File: config.mk
export PLATFORM = sky130hd
export DESIGN_NAME = piecewise_linear_vector_interp_unit_flat
export DESIGN_NICKNAME = d
export VERILOG_FILES = /design/src/rtl/pwl_pkg.sv /design/src/rtl/pwl_item_if.sv /design/src/rtl/pwl_result_if.sv /design/src/rtl/pwl_cfg_if.sv /design/src/rtl/pwl_ram.sv /design/src/rtl/pwl_div.sv /design/src/rtl/piecewise_linear_vector_interp_unit.sv /design/src/flat_wrapper.sv
export SDC_FILE = /design/constraint.sdc
export NUM_CORES = 2
export LEC_CHECK = 0
export BUFFER_PORTS_ARGS = -buffer_cell sky130_fd_sc_hd__clkbuf_2
export CAP_MARGIN = 5
export CORE_UTILIZATION = 30
export CTS_BUF_LIST = sky130_fd_sc_hd__clkbuf_8
export DETAILED_ROUTE_END_ITERATION = 8
export GPL_ROUTABILITY_DRIVEN = 0
export HOLD_SLACK_MARGIN = 0.03
export PLACE_DENSITY = 0.56
export SYNTH_ARGS = -nofsm -noshare
export SYNTH_HDL_FRONTEND = slang
export SYNTH_SLANG_ARGS = --single-unit
File: constraint.sdc
create_clock -name clk -period 8.6 [get_ports clk]
set_input_delay 0.43 -clock clk [delete_from_list [all_inputs] [get_ports clk]]
set_output_delay 0.43 -clock clk [all_outputs]
set_load 0.01 [all_outputs]
File: src/rtl/pwl_pkg.sv
// ----------------------------------------------------------------------------
// pwl_pkg
// Shared widths, codes and status types of the interpolation unit.
// ----------------------------------------------------------------------------
`default_nettype none

package pwl_pkg;

    localparam int FUNC_W   = 1;
    localparam int SLOT_W   = 4;
    localparam int HEIGHT_W = 24;
    localparam int DISP_W   = 16;
    localparam int TAG_W    = 20;
    localparam int COUNT_W  = 5;
    localparam int KIND_W   = 2;
    localparam int ENTRY_W  = HEIGHT_W + 3 * DISP_W;

    // Item function codes
    localparam logic [FUNC_W-1:0] FUNC_LOAD  = 1'b0;
    localparam logic [FUNC_W-1:0] FUNC_QUERY = 1'b1;

    // Segment kind codes
    localparam logic [KIND_W-1:0] SEG_BELOW  = 2'd0;
    localparam logic [KIND_W-1:0] SEG_INTERP = 2'd1;
    localparam logic [KIND_W-1:0] SEG_BEYOND = 2'd2;

    // Divider status seen by the sequencer
    typedef struct packed {
        logic busy;
        logic done;
    } div_stat_t;

endpackage

`default_nettype wire

File: src/rtl/pwl_item_if.sv
// ----------------------------------------------------------------------------
// pwl_item_if
// Input item channel: load or query, with valid/ready.
// ----------------------------------------------------------------------------
`default_nettype none

interface pwl_item_if;
    logic                                 valid;
    logic                                 ready;
    logic [pwl_pkg::FUNC_W-1:0]           func;
    logic [pwl_pkg::SLOT_W-1:0]           slot;
    logic [pwl_pkg::HEIGHT_W-1:0]         height;
    logic signed [pwl_pkg::DISP_W-1:0]    load_dx;
    logic signed [pwl_pkg::DISP_W-1:0]    load_dy;
    logic signed [pwl_pkg::DISP_W-1:0]    load_dz;
    logic [pwl_pkg::TAG_W-1:0]            vertex_id;
    logic [pwl_pkg::HEIGHT_W-1:0]         distance;

    modport source (
        output valid, func, slot, height, load_dx, load_dy, load_dz, vertex_id, distance,
        input  ready
    );
    modport sink (
        input  valid, func, slot, height, load_dx, load_dy, load_dz, vertex_id, distance,
        output ready
    );
endinterface

`default_nettype wire

File: src/rtl/pwl_result_if.sv
// ----------------------------------------------------------------------------
// pwl_result_if
// Result channel: interpolated displacement with valid/ready.
// ----------------------------------------------------------------------------
`default_nettype none

interface pwl_result_if;
    logic                                 valid;
    logic                                 ready;
    logic [pwl_pkg::TAG_W-1:0]            tag;
    logic signed [pwl_pkg::DISP_W-1:0]    out_dx;
    logic signed [pwl_pkg::DISP_W-1:0]    out_dy;
    logic signed [pwl_pkg::DISP_W-1:0]    out_dz;
    logic [pwl_pkg::KIND_W-1:0]           segment_kind;

    modport source (
        output valid, tag, out_dx, out_dy, out_dz, segment_kind,
        input  ready
    );
    modport sink (
        input  valid, tag, out_dx, out_dy, out_dz, segment_kind,
        output ready
    );
endinterface

`default_nettype wire

File: src/rtl/pwl_cfg_if.sv
// ----------------------------------------------------------------------------
// pwl_cfg_if
// Configuration write channel for the breakpoint count register.
// ----------------------------------------------------------------------------
`default_nettype none

interface pwl_cfg_if;
    logic                          valid;
    logic                          ready;
    logic [pwl_pkg::COUNT_W-1:0]   breakpoint_count;

    modport source (output valid, breakpoint_count, input ready);
    modport sink   (input valid, breakpoint_count, output ready);
endinterface

`default_nettype wire

File: src/rtl/pwl_ram.sv
// ----------------------------------------------------------------------------
// pwl_ram
// Generic single-write, single-read RAM with registered read data.
// ----------------------------------------------------------------------------
`default_nettype none

module pwl_ram #(
    parameter int WIDTH = 8,
    parameter int DEPTH = 16
) (
    input  logic                     clk,
    input  logic                     we,
    input  logic [$clog2(DEPTH)-1:0] waddr,
    input  logic [WIDTH-1:0]         wdata,
    input  logic                     re,
    input  logic [$clog2(DEPTH)-1:0] raddr,
    output logic [WIDTH-1:0]         rdata
);

    logic [WIDTH-1:0] mem [DEPTH];
    logic [WIDTH-1:0] rdata_reg;

    // Write port
    always_ff @(posedge clk)
    begin
        if (we)
        begin
            mem[waddr] <= wdata;
        end
    end

    // Registered read port
    always_ff @(posedge clk)
    begin
        if (re)
        begin
            rdata_reg <= mem[raddr];
        end
    end

    assign rdata = rdata_reg;

endmodule

`default_nettype wire

File: src/rtl/pwl_div.sv
// ----------------------------------------------------------------------------
// pwl_div
// Restoring divider: fraction = (num << FRACTION_BITS) / den, one bit a cycle.
// Requires 0 < num <= den, so the quotient fits FRACTION_BITS + 1 bits.
// ----------------------------------------------------------------------------
`default_nettype none

module pwl_div #(
    parameter int FRACTION_BITS = 16
) (
    input  logic                              clk,
    input  logic                              rst_n,
    input  logic                              start,
    input  logic [pwl_pkg::HEIGHT_W-1:0]      num,
    input  logic [pwl_pkg::HEIGHT_W-1:0]      den,
    output logic [FRACTION_BITS:0]            quot,
    output pwl_pkg::div_stat_t                stat
);

    localparam int QW    = FRACTION_BITS + 1;
    localparam int CNT_W = $clog2(QW + 1);
    localparam int HW    = pwl_pkg::HEIGHT_W;

    logic [HW:0]      rem_reg, rem_next;
    logic [HW-1:0]    den_reg, den_next;
    logic [QW-1:0]    quot_reg, quot_next;
    logic [CNT_W-1:0] cnt_reg, cnt_next;
    logic             busy_reg, busy_next;
    logic             done_reg, done_next;

    logic             ge;
    logic [HW:0]      diff;

    // One compare-subtract step
    always_comb
    begin
        ge   = rem_reg >= {1'b0, den_reg};
        diff = ge ? (rem_reg - {1'b0, den_reg}) : rem_reg;
    end

    // Advance the iteration
    always_comb
    begin
        rem_next  = rem_reg;
        den_next  = den_reg;
        quot_next = quot_reg;
        cnt_next  = cnt_reg;
        busy_next = busy_reg;
        done_next = 1'b0;
        if (start)
        begin
            rem_next  = {1'b0, num};
            den_next  = den;
            quot_next = '0;
            cnt_next  = CNT_W'(QW);
            busy_next = 1'b1;
        end
        else if (busy_reg)
        begin
            rem_next  = {diff[HW-1:0], 1'b0};
            quot_next = {quot_reg[QW-2:0], ge};
            cnt_next  = cnt_reg - CNT_W'(1);
            if (cnt_reg == CNT_W'(1))
            begin
                busy_next = 1'b0;
                done_next = 1'b1;
            end
        end
    end

    // Hold control state
    always_ff @(posedge clk or negedge rst_n)
    begin
        if (!rst_n)
        begin
            cnt_reg  <= '0;
            busy_reg <= 1'b0;
            done_reg <= 1'b0;
        end
        else
        begin
            cnt_reg  <= cnt_next;
            busy_reg <= busy_next;
            done_reg <= done_next;
        end
    end

    // Hold datapath
    always_ff @(posedge clk)
    begin
        rem_reg  <= rem_next;
        den_reg  <= den_next;
        quot_reg <= quot_next;
    end

    assign quot      = quot_reg;
    assign stat.busy = busy_reg;
    assign stat.done = done_reg;

endmodule

`default_nettype wire

File: src/rtl/piecewise_linear_vector_interp_unit.sv
// Load: no result; the next item may be taken at the following edge.
// Query, interpolated: serial scan, one table read a cycle, one quotient bit a cycle, then
// one shared multiplier over three components; the next item is taken once the result
// is registered. At or below the first breakpoint the first entry is returned; beyond
// the n entries in use, or with an empty table, the result is zero.
// Reset clears the count register, sequencer and output valid; the table is undefined.
// ----------------------------------------------------------------------------
// piecewise_linear_vector_interp_unit
// Breakpoint table lookup with linear blend of a 3-D displacement.
// ----------------------------------------------------------------------------
`default_nettype none

module piecewise_linear_vector_interp_unit #(
    parameter int MAX_BREAKPOINTS = 16,
    parameter int FRACTION_BITS   = 16
) (
    input  logic                clk,
    input  logic                rst_n,
    pwl_item_if.sink            item,
    pwl_result_if.source        result,
    pwl_cfg_if.sink             cfg
);

    localparam int AW  = $clog2(MAX_BREAKPOINTS);
    localparam int CW  = $clog2(MAX_BREAKPOINTS + 1);
    localparam int QW  = FRACTION_BITS + 1;
    localparam int DW  = pwl_pkg::DISP_W;
    localparam int HW  = pwl_pkg::HEIGHT_W;
    localparam int EW  = pwl_pkg::ENTRY_W;
    localparam int PW  = (DW + 1) + (QW + 1);

    typedef enum logic [6:0] {
        S_IDLE  = 7'b0000001,
        S_FETCH = 7'b0000010,
        S_SCAN  = 7'b0000100,
        S_DIV   = 7'b0001000,
        S_MUL   = 7'b0010000,
        S_ADD   = 7'b0100000,
        S_DONE  = 7'b1000000
    } state_t;

    state_t                          state_reg, state_next;
    logic [pwl_pkg::COUNT_W-1:0]     bp_count_reg, bp_count_next;
    logic [CW-1:0]                   count_reg, count_next;
    logic [CW-1:0]                   idx_reg, idx_next;
    logic [1:0]                      comp_reg, comp_next;
    logic                            out_valid_reg, out_valid_next;

    logic [HW-1:0]                   dist_reg, dist_next;
    logic [pwl_pkg::TAG_W-1:0]       tag_reg, tag_next;
    logic [HW-1:0]                   prev_h_reg, prev_h_next;
    logic [3*DW-1:0]                 prev_d_reg, prev_d_next;
    logic [3*DW-1:0]                 cur_d_reg, cur_d_next;
    logic [3*DW-1:0]                 res_reg, res_next;
    logic [pwl_pkg::KIND_W-1:0]      kind_reg, kind_next;
    logic signed [PW-1:0]            prod_reg, prod_next;
    logic [pwl_pkg::TAG_W-1:0]       out_tag_reg, out_tag_next;
    logic [3*DW-1:0]                 out_d_reg, out_d_next;
    logic [pwl_pkg::KIND_W-1:0]      out_kind_reg, out_kind_next;

    logic                            in_fire;
    logic                            slot_ok;
    logic [CW-1:0]                   count_eff;
    logic [CW-1:0]                   idx_plus;
    logic                            ram_we;
    logic [AW-1:0]                   ram_waddr;
    logic [EW-1:0]                   ram_wdata;
    logic                            ram_re;
    logic [AW-1:0]                   ram_raddr;
    logic [EW-1:0]                   ram_rdata;
    logic [HW-1:0]                   entry_h;
    logic [3*DW-1:0]                 entry_d;

    logic                            div_start;
    logic [HW-1:0]                   div_num;
    logic [HW-1:0]                   div_den;
    logic [QW-1:0]                   div_quot;
    pwl_pkg::div_stat_t              div_stat;

    logic [DW-1:0]                   comp_a;
    logic [DW-1:0]                   comp_b;
    logic signed [DW:0]              comp_diff;
    logic signed [QW:0]              frac_s;
    logic signed [PW-1:0]            prod_shift;

    // Handshakes
    assign item.ready = (state_reg == S_IDLE) && !div_stat.busy;
    assign in_fire    = item.valid && item.ready;
    assign cfg.ready  = 1'b1;

    // Load path into the breakpoint table
    assign slot_ok   = 32'(item.slot) < MAX_BREAKPOINTS;
    assign ram_we    = in_fire && (item.func == pwl_pkg::FUNC_LOAD) && slot_ok;
    assign ram_waddr = AW'(item.slot);
    assign ram_wdata = {item.load_dz, item.load_dy, item.load_dx, item.height};

    // Clamp the count register to the table depth
    always_comb
    begin
        if (32'(bp_count_reg) > MAX_BREAKPOINTS)
        begin
            count_eff = CW'(MAX_BREAKPOINTS);
        end
        else
        begin
            count_eff = CW'(bp_count_reg);
        end
    end

    // Table read: first entry on fetch, then the next entry every scan cycle
    assign idx_plus  = idx_reg + CW'(1);
    assign ram_re    = (state_reg == S_FETCH) || (state_reg == S_SCAN);
    assign ram_raddr = (state_reg == S_FETCH) ? idx_reg[AW-1:0] : idx_plus[AW-1:0];
    assign entry_h   = ram_rdata[HW-1:0];
    assign entry_d   = ram_rdata[EW-1:HW];

    pwl_ram #(
        .WIDTH (EW),
        .DEPTH (MAX_BREAKPOINTS)
    ) u_table (
        .clk   (clk),
        .we    (ram_we),
        .waddr (ram_waddr),
        .wdata (ram_wdata),
        .re    (ram_re),
        .raddr (ram_raddr),
        .rdata (ram_rdata)
    );

    pwl_div #(
        .FRACTION_BITS (FRACTION_BITS)
    ) u_div (
        .clk   (clk),
        .rst_n (rst_n),
        .start (div_start),
        .num   (div_num),
        .den   (div_den),
        .quot  (div_quot),
        .stat  (div_stat)
    );

    // Shared multiplier operands for the current component
    always_comb
    begin
        comp_a     = prev_d_reg[comp_reg * DW +: DW];
        comp_b     = cur_d_reg[comp_reg * DW +: DW];
        comp_diff  = $signed({comp_b[DW-1], comp_b}) - $signed({comp_a[DW-1], comp_a});
        frac_s     = $signed({1'b0, div_quot});
        prod_shift = prod_reg >>> FRACTION_BITS;
    end

    assign div_num = dist_reg - prev_h_reg;
    assign div_den = entry_h - prev_h_reg;

    // Sequencer
    always_comb
    begin
        state_next     = state_reg;
        bp_count_next  = bp_count_reg;
        count_next     = count_reg;
        idx_next       = idx_reg;
        comp_next      = comp_reg;
        out_valid_next = out_valid_reg;
        dist_next      = dist_reg;
        tag_next       = tag_reg;
        prev_h_next    = prev_h_reg;
        prev_d_next    = prev_d_reg;
        cur_d_next     = cur_d_reg;
        res_next       = res_reg;
        kind_next      = kind_reg;
        prod_next      = prod_reg;
        out_tag_next   = out_tag_reg;
        out_d_next     = out_d_reg;
        out_kind_next  = out_kind_reg;
        div_start      = 1'b0;

        // Take a configuration write
        if (cfg.valid)
        begin
            bp_count_next = cfg.breakpoint_count;
        end

        // Drop the result once transferred
        if (result.ready)
        begin
            out_valid_next = 1'b0;
        end

        unique case (state_reg)
            S_IDLE:
            begin
                if (in_fire && (item.func == pwl_pkg::FUNC_QUERY))
                begin
                    tag_next   = item.vertex_id;
                    dist_next  = item.distance;
                    count_next = count_eff;
                    idx_next   = '0;
                    res_next   = '0;
                    if (count_eff == '0)
                    begin
                        kind_next  = pwl_pkg::SEG_BEYOND;
                        state_next = S_DONE;
                    end
                    else
                    begin
                        state_next = S_FETCH;
                    end
                end
            end
            S_FETCH:
            begin
                state_next = S_SCAN;
            end
            S_SCAN:
            begin
                priority if (dist_reg > entry_h)
                begin
                    prev_h_next = entry_h;
                    prev_d_next = entry_d;
                    idx_next    = idx_plus;
                    if (idx_plus == count_reg)
                    begin
                        kind_next  = pwl_pkg::SEG_BEYOND;
                        state_next = S_DONE;
                    end
                end
                else if (idx_reg == '0)
                begin
                    kind_next  = pwl_pkg::SEG_BELOW;
                    res_next   = entry_d;
                    state_next = S_DONE;
                end
                else
                begin
                    cur_d_next = entry_d;
                    kind_next  = pwl_pkg::SEG_INTERP;
                    div_start  = 1'b1;
                    state_next = S_DIV;
                end
            end
            S_DIV:
            begin
                if (div_stat.done)
                begin
                    comp_next  = '0;
                    state_next = S_MUL;
                end
            end
            S_MUL:
            begin
                prod_next  = comp_diff * frac_s;
                state_next = S_ADD;
            end
            S_ADD:
            begin
                res_next[comp_reg * DW +: DW] = comp_a + prod_shift[DW-1:0];
                if (comp_reg == 2'd2)
                begin
                    state_next = S_DONE;
                end
                else
                begin
                    comp_next  = comp_reg + 2'd1;
                    state_next = S_MUL;
                end
            end
            S_DONE:
            begin
                if (!out_valid_reg || result.ready)
                begin
                    out_valid_next = 1'b1;
                    out_tag_next   = tag_reg;
                    out_d_next     = res_reg;
                    out_kind_next  = kind_reg;
                    state_next     = S_IDLE;
                end
            end
            default:
            begin
                state_next = S_IDLE;
            end
        endcase
    end

    // Hold control state
    always_ff @(posedge clk or negedge rst_n)
    begin
        if (!rst_n)
        begin
            state_reg     <= S_IDLE;
            bp_count_reg  <= '0;
            count_reg     <= '0;
            idx_reg       <= '0;
            comp_reg      <= '0;
            out_valid_reg <= 1'b0;
        end
        else
        begin
            state_reg     <= state_next;
            bp_count_reg  <= bp_count_next;
            count_reg     <= count_next;
            idx_reg       <= idx_next;
            comp_reg      <= comp_next;
            out_valid_reg <= out_valid_next;
        end
    end

    // Hold payload
    always_ff @(posedge clk)
    begin
        dist_reg     <= dist_next;
        tag_reg      <= tag_next;
        prev_h_reg   <= prev_h_next;
        prev_d_reg   <= prev_d_next;
        cur_d_reg    <= cur_d_next;
        res_reg      <= res_next;
        kind_reg     <= kind_next;
        prod_reg     <= prod_next;
        out_tag_reg  <= out_tag_next;
        out_d_reg    <= out_d_next;
        out_kind_reg <= out_kind_next;
    end

    // Drive the result channel
    assign result.valid        = out_valid_reg;
    assign result.tag          = out_tag_reg;
    assign result.out_dx       = out_d_reg[DW-1:0];
    assign result.out_dy       = out_d_reg[2*DW-1:DW];
    assign result.out_dz       = out_d_reg[3*DW-1:2*DW];
    assign result.segment_kind = out_kind_reg;

endmodule

`default_nettype wire

File: src/flat_wrapper.sv
// flat-port wrapper written by rule: the top's interface ports become plain ports
module piecewise_linear_vector_interp_unit_flat 
#(
    parameter int MAX_BREAKPOINTS = 16,
    parameter int FRACTION_BITS   = 16
)
  (clk, rst_n, item_valid, item_func, item_slot, item_height, item_load_dx, item_load_dy, item_load_dz, item_vertex_id, item_distance, item_ready, result_valid, result_tag, result_out_dx, result_out_dy, result_out_dz, result_segment_kind, result_ready, cfg_valid, cfg_breakpoint_count, cfg_ready);
  pwl_item_if item_i ();
  pwl_result_if result_i ();
  pwl_cfg_if cfg_i ();
  input  logic clk;
  input  logic rst_n;
  input wire logic [$bits(item_i.valid)-1:0] item_valid;
  input wire logic [$bits(item_i.func)-1:0] item_func;
  input wire logic [$bits(item_i.slot)-1:0] item_slot;
  input wire logic [$bits(item_i.height)-1:0] item_height;
  input wire logic [$bits(item_i.load_dx)-1:0] item_load_dx;
  input wire logic [$bits(item_i.load_dy)-1:0] item_load_dy;
  input wire logic [$bits(item_i.load_dz)-1:0] item_load_dz;
  input wire logic [$bits(item_i.vertex_id)-1:0] item_vertex_id;
  input wire logic [$bits(item_i.distance)-1:0] item_distance;
  output wire logic [$bits(item_i.ready)-1:0] item_ready;
  output wire logic [$bits(result_i.valid)-1:0] result_valid;
  output wire logic [$bits(result_i.tag)-1:0] result_tag;
  output wire logic [$bits(result_i.out_dx)-1:0] result_out_dx;
  output wire logic [$bits(result_i.out_dy)-1:0] result_out_dy;
  output wire logic [$bits(result_i.out_dz)-1:0] result_out_dz;
  output wire logic [$bits(result_i.segment_kind)-1:0] result_segment_kind;
  input wire logic [$bits(result_i.ready)-1:0] result_ready;
  input wire logic [$bits(cfg_i.valid)-1:0] cfg_valid;
  input wire logic [$bits(cfg_i.breakpoint_count)-1:0] cfg_breakpoint_count;
  output wire logic [$bits(cfg_i.ready)-1:0] cfg_ready;
  assign item_i.valid = item_valid;
  assign item_i.func = item_func;
  assign item_i.slot = item_slot;
  assign item_i.height = item_height;
  assign item_i.load_dx = item_load_dx;
  assign item_i.load_dy = item_load_dy;
  assign item_i.load_dz = item_load_dz;
  assign item_i.vertex_id = item_vertex_id;
  assign item_i.distance = item_distance;
  assign item_ready = item_i.ready;
  assign result_valid = result_i.valid;
  assign result_tag = result_i.tag;
  assign result_out_dx = result_i.out_dx;
  assign result_out_dy = result_i.out_dy;
  assign result_out_dz = result_i.out_dz;
  assign result_segment_kind = result_i.segment_kind;
  assign result_i.ready = result_ready;
  assign cfg_i.valid = cfg_valid;
  assign cfg_i.breakpoint_count = cfg_breakpoint_count;
  assign cfg_ready = cfg_i.ready;
  piecewise_linear_vector_interp_unit #(.MAX_BREAKPOINTS(MAX_BREAKPOINTS), .FRACTION_BITS(FRACTION_BITS)) u_core (.clk(clk), .rst_n(rst_n), .item(item_i), .result(result_i), .cfg(cfg_i));
endmodule
==> impl_metrics.csv <==
group,metric,value,unit
synthesis,ys_warn_count,0,
critical_path,r2r-end,"u_core.prod_reg[29]",
grt,grt_pass1_vias,42500,
synthesis,syn_nets,5054,
routing,detail_route.iter0.violations,3139,
critical_path,critical_path.top_delay_family,"adder cells",
timing,maxSlewViolCount,0,
clock_network,clk_pin_slew,0.07,ns
pwr,pwr-share-seq,43.0,%
die,dieHeight,502,um
job,drv_cap,0,
critical_path,path_class,"register to register",
layout,layout-drive-gt1-share,21.0,%
layout,final_nets,5576,
synthesis,syn_inst,4456,
die,io_pins,204,
routing,routedWlPerCell,22.3,um
layout,seq_area,48400,um^2
timing,finalHoldViolations,0,
pwr,p_leak,31.1,nW
grt,grt_max_degree,147,
grt,grt_overflow,0,
pwr,p_switching,0.00710,W
grt,grt_util_met2,26.4,%
critical_path,cp-start-kind,"register",
die,fp.coreArea,249000,um^2
pwr,p_clk_share,25.8,%
critical_path,worstPathArrival,9.05,ns
pwr,intPower,0.0157,W
placed_design,dp_slack,-0.112,ns
layout,multi_input_comb_area,24600,um^2
placed_design,port_buffers,202,
routing,wirelength,190,mm
die,die-area,252000,um^2
synthesis,synth-async-reset-ratio,1.97,%
timing,max_freq,0.121,GHz
clock_network,clk_latency,0.95,ns
layout,largest_register_ffs,1152,
routing,drc,0,
routing,drtPass1Iterations,6,
clock_network,cts_root_buffer,"clkbuf_8",
grt,grt_pass1_wl,281,mm
clock_network,cts_buffer_depth,3,
critical_path,crit_path_max_incr_delay,0.54,ns
grt,grtUsageTotal,15.1,%
worst_hold_path,hold_class,"input port to asynchronous set/reset pin",
critical_path,crit_slowest_cell,"fa_1",
routing,ant_nets,0,
synthesis,ys_seq_area_share,64.4,%
synthesis,syn_area,75100,um^2
timing,fin_worst_skew,0.0561,ns
timing,period_minus_slack,8.28,ns
placed_design,dpl.hpwl,122,mm
timing,setup_viol,0,
critical_path,reg2reg_from,"u_core.comp_reg[0]",
clock_network,cts.sinks,1622,
clock_network,h-tree-depth,4,
timing,relSlewSlack,27.0,%
synthesis,ys_types,94,
synthesis,avgSynthCellArea,16.8,um^2
synthesis,synth_top_cell_area_share,62.9,%
critical_path,rrSetupSlack,0.32,ns
critical_path,cp-end-kind,"register",
grt,antenna_found_initial,38,
critical_path,cp_common_cell,"fa_1",
die,dieWidth,502,um
critical_path,critical_path_required,9.37,ns
synthesis,synth_top_area_cell,"edfxtp_1",
die,start_util,30.2,%
layout,syn2layout_area_growth,15.5,%
grt,gr-max-usage-layer,"met2",
synthesis,synth_seq_cells,1622,
critical_path,cp_max_fo,6,
layout,n_fill_cell,23800,
pwr,vdd_drop_max,0.000324,V
timing,worst_pin_slew,1.10,ns
outcome,status,"completed",
critical_path,rr_worst_depth,33,
die,std_cell_rows,183,
routing,via_count,40600,
clock_network,cts_buffers,238,
clock_network,cts_tree,"built",
pwr,switching_share,31.2,%
pwr,p_comb_share,31.2,%
synthesis,synth_edf_count,1572,
timing,setup_slack,0.320,ns
critical_path,worst-path-buf-inv,5,
routing,post_drt_via_cell_ratio,4.76,
pwr,p_per_area,263,nW/um^2
synthesis,ys_top_cells_by_area,"edfxtp_1, mux4_2, fa_1",
timing,fin_crit_sh,96.3,%
synthesis,ys.flop_type,"edfxtp_1",
pwr,fin_total_pwr,0.0227,W
grt,grtUsageMet3,2.34,%
grt,met1_usage,18.6,%
## what timing repair did
action | CTS | global route
hold buffers | 130 | 0
buffers inserted | 0 | 6
pin swaps | 0 | 11
resized for setup | 2 | 36
setup endpoints to repair | 5 | 11
endpoints found under the hold margin | 1240 | 0
## power groups by stage
stage / clock [W] / combinational (W) / sequential (W)
final: 0.00588 / 0.00710 / 0.00978
after global placement: 0 / 0.00707 / 0.00994
after CTS: 0.00604 / 0.00721 / 0.00978
after detailed placement: 0 / 0.00710 / 0.00994
after global routing: 0.00635 / 0.00784 / 0.00981
after floorplan: 0 / 0.00535 / 0.00970
## synthesized netlist by cell type (22+ instances only)
library cell,n
edfxtp_1,1572
inv_1,417
mux4_2,360
ha_1,239
nand2_1,239
fa_1,228
nor2_1,132
a21oi_1,120
and2_1,112
o21ai_0,109
clkbuf_1,94
xnor2_1,72
nor2b_1,68
mux2i_1,52
nand3_1,49
buf_2,45
nor3_1,38
dfrtp_1,31
xor2_1,29
a21o_1,28
buf_4,28
o21a_1,28
o211ai_1,24
nand2b_1,22
## area by class of cell
cell class	instances	area share, %
inverter	417	1.81
sequential	1622	55.8
timing repair buffer	459	3.94
tap	3330	4.81
clock inverter	201	1.36
multi-input combinational	2240	28.4
clock buffer	240	3.81
antenna	10	0.0289
## per-stage QoR
stage          setup TNS [ns]  util (%)  hold WS (ns)  instances  cell area [um^2]
4_1_cts                     0      34.8        0.0528       8503             86400
3_3_place_gp          -0.0306      32.4         0.400       7932             80600
6_report                    0      34.8         0.159       8519             86700
3_5_place_dp           -0.270      32.4         0.405       7932             80600
5_1_grt               -0.0226      34.8         0.115       8514             86600
2_1_floorplan               0         -         0.134       4456             75100
## routing by layer
metal  wire (um)  part of all wire, %
met2       97100                   51
met1       77300                   41
met3        8080                  4.3
met5         184                0.097
met4        7290                  3.8
## worst max-delay path by stage
| stage | start | to | slack (ns) | depth (start not counted) |
|---|---|---|---|---|
| detailed placement | u_core.comp_reg[0] | u_core.prod_reg[30] | -0.11 | 34 |
| floorplan | u_core.comp_reg[0] | u_core.prod_reg[29] | 0.01 | 35 |
| CTS | u_core.comp_reg[0] | u_core.prod_reg[29] | 0.02 | 32 |
| global route | u_core.comp_reg[0] | u_core.prod_reg[29] | -0.02 | 35 |
| finish | u_core.comp_reg[0] | u_core.prod_reg[29] | 0.32 | 33 |
| global placement | u_core.comp_reg[0] | u_core.prod_reg[30] | -0.03 | 34 |
## layout by cell type, fill, tap and decap left out, types with 13 or more instances in the layout
master,count
nand3_1,47
or2_2,14
clkinv_1,58
nand2b_1,22
clkbuf_8,240
nor3_1,33
and3_1,13
a21o_1,28
o21a_1,28
nand4_1,19
mux2i_1,51
xor2_1,29
buf_4,112
nor2_4,13
mux4_2,360
dfrtp_1,30
o211ai_1,24
a211oi_1,19
a21oi_1,107
edfxtp_1,1572
a31oi_1,15
o21ai_0,107
nor2_1,118
dfxtp_1,18
dlygate4sd3_1,130
nor2b_1,66
inv_1,501
fa_1,228
clkinv_2,30
or3_1,14
and2_1,112
xnor2_1,68
a22oi_1,20
clkbuf_2,202
ha_1,237
nand2_1,238
## cells by family after synthesis
family,share of synthesized area (%)
AND/OR/NAND/NOR,5.14
adder cells (fa/ha/maj),10.1
multiplexers,11.6
flip-flops,64.4
XOR/XNOR,1.28
buffers and inverters,3.19
other,0.00500
AO/OA/AOI/OAI,4.26
(Power assumes the default switching activity.)
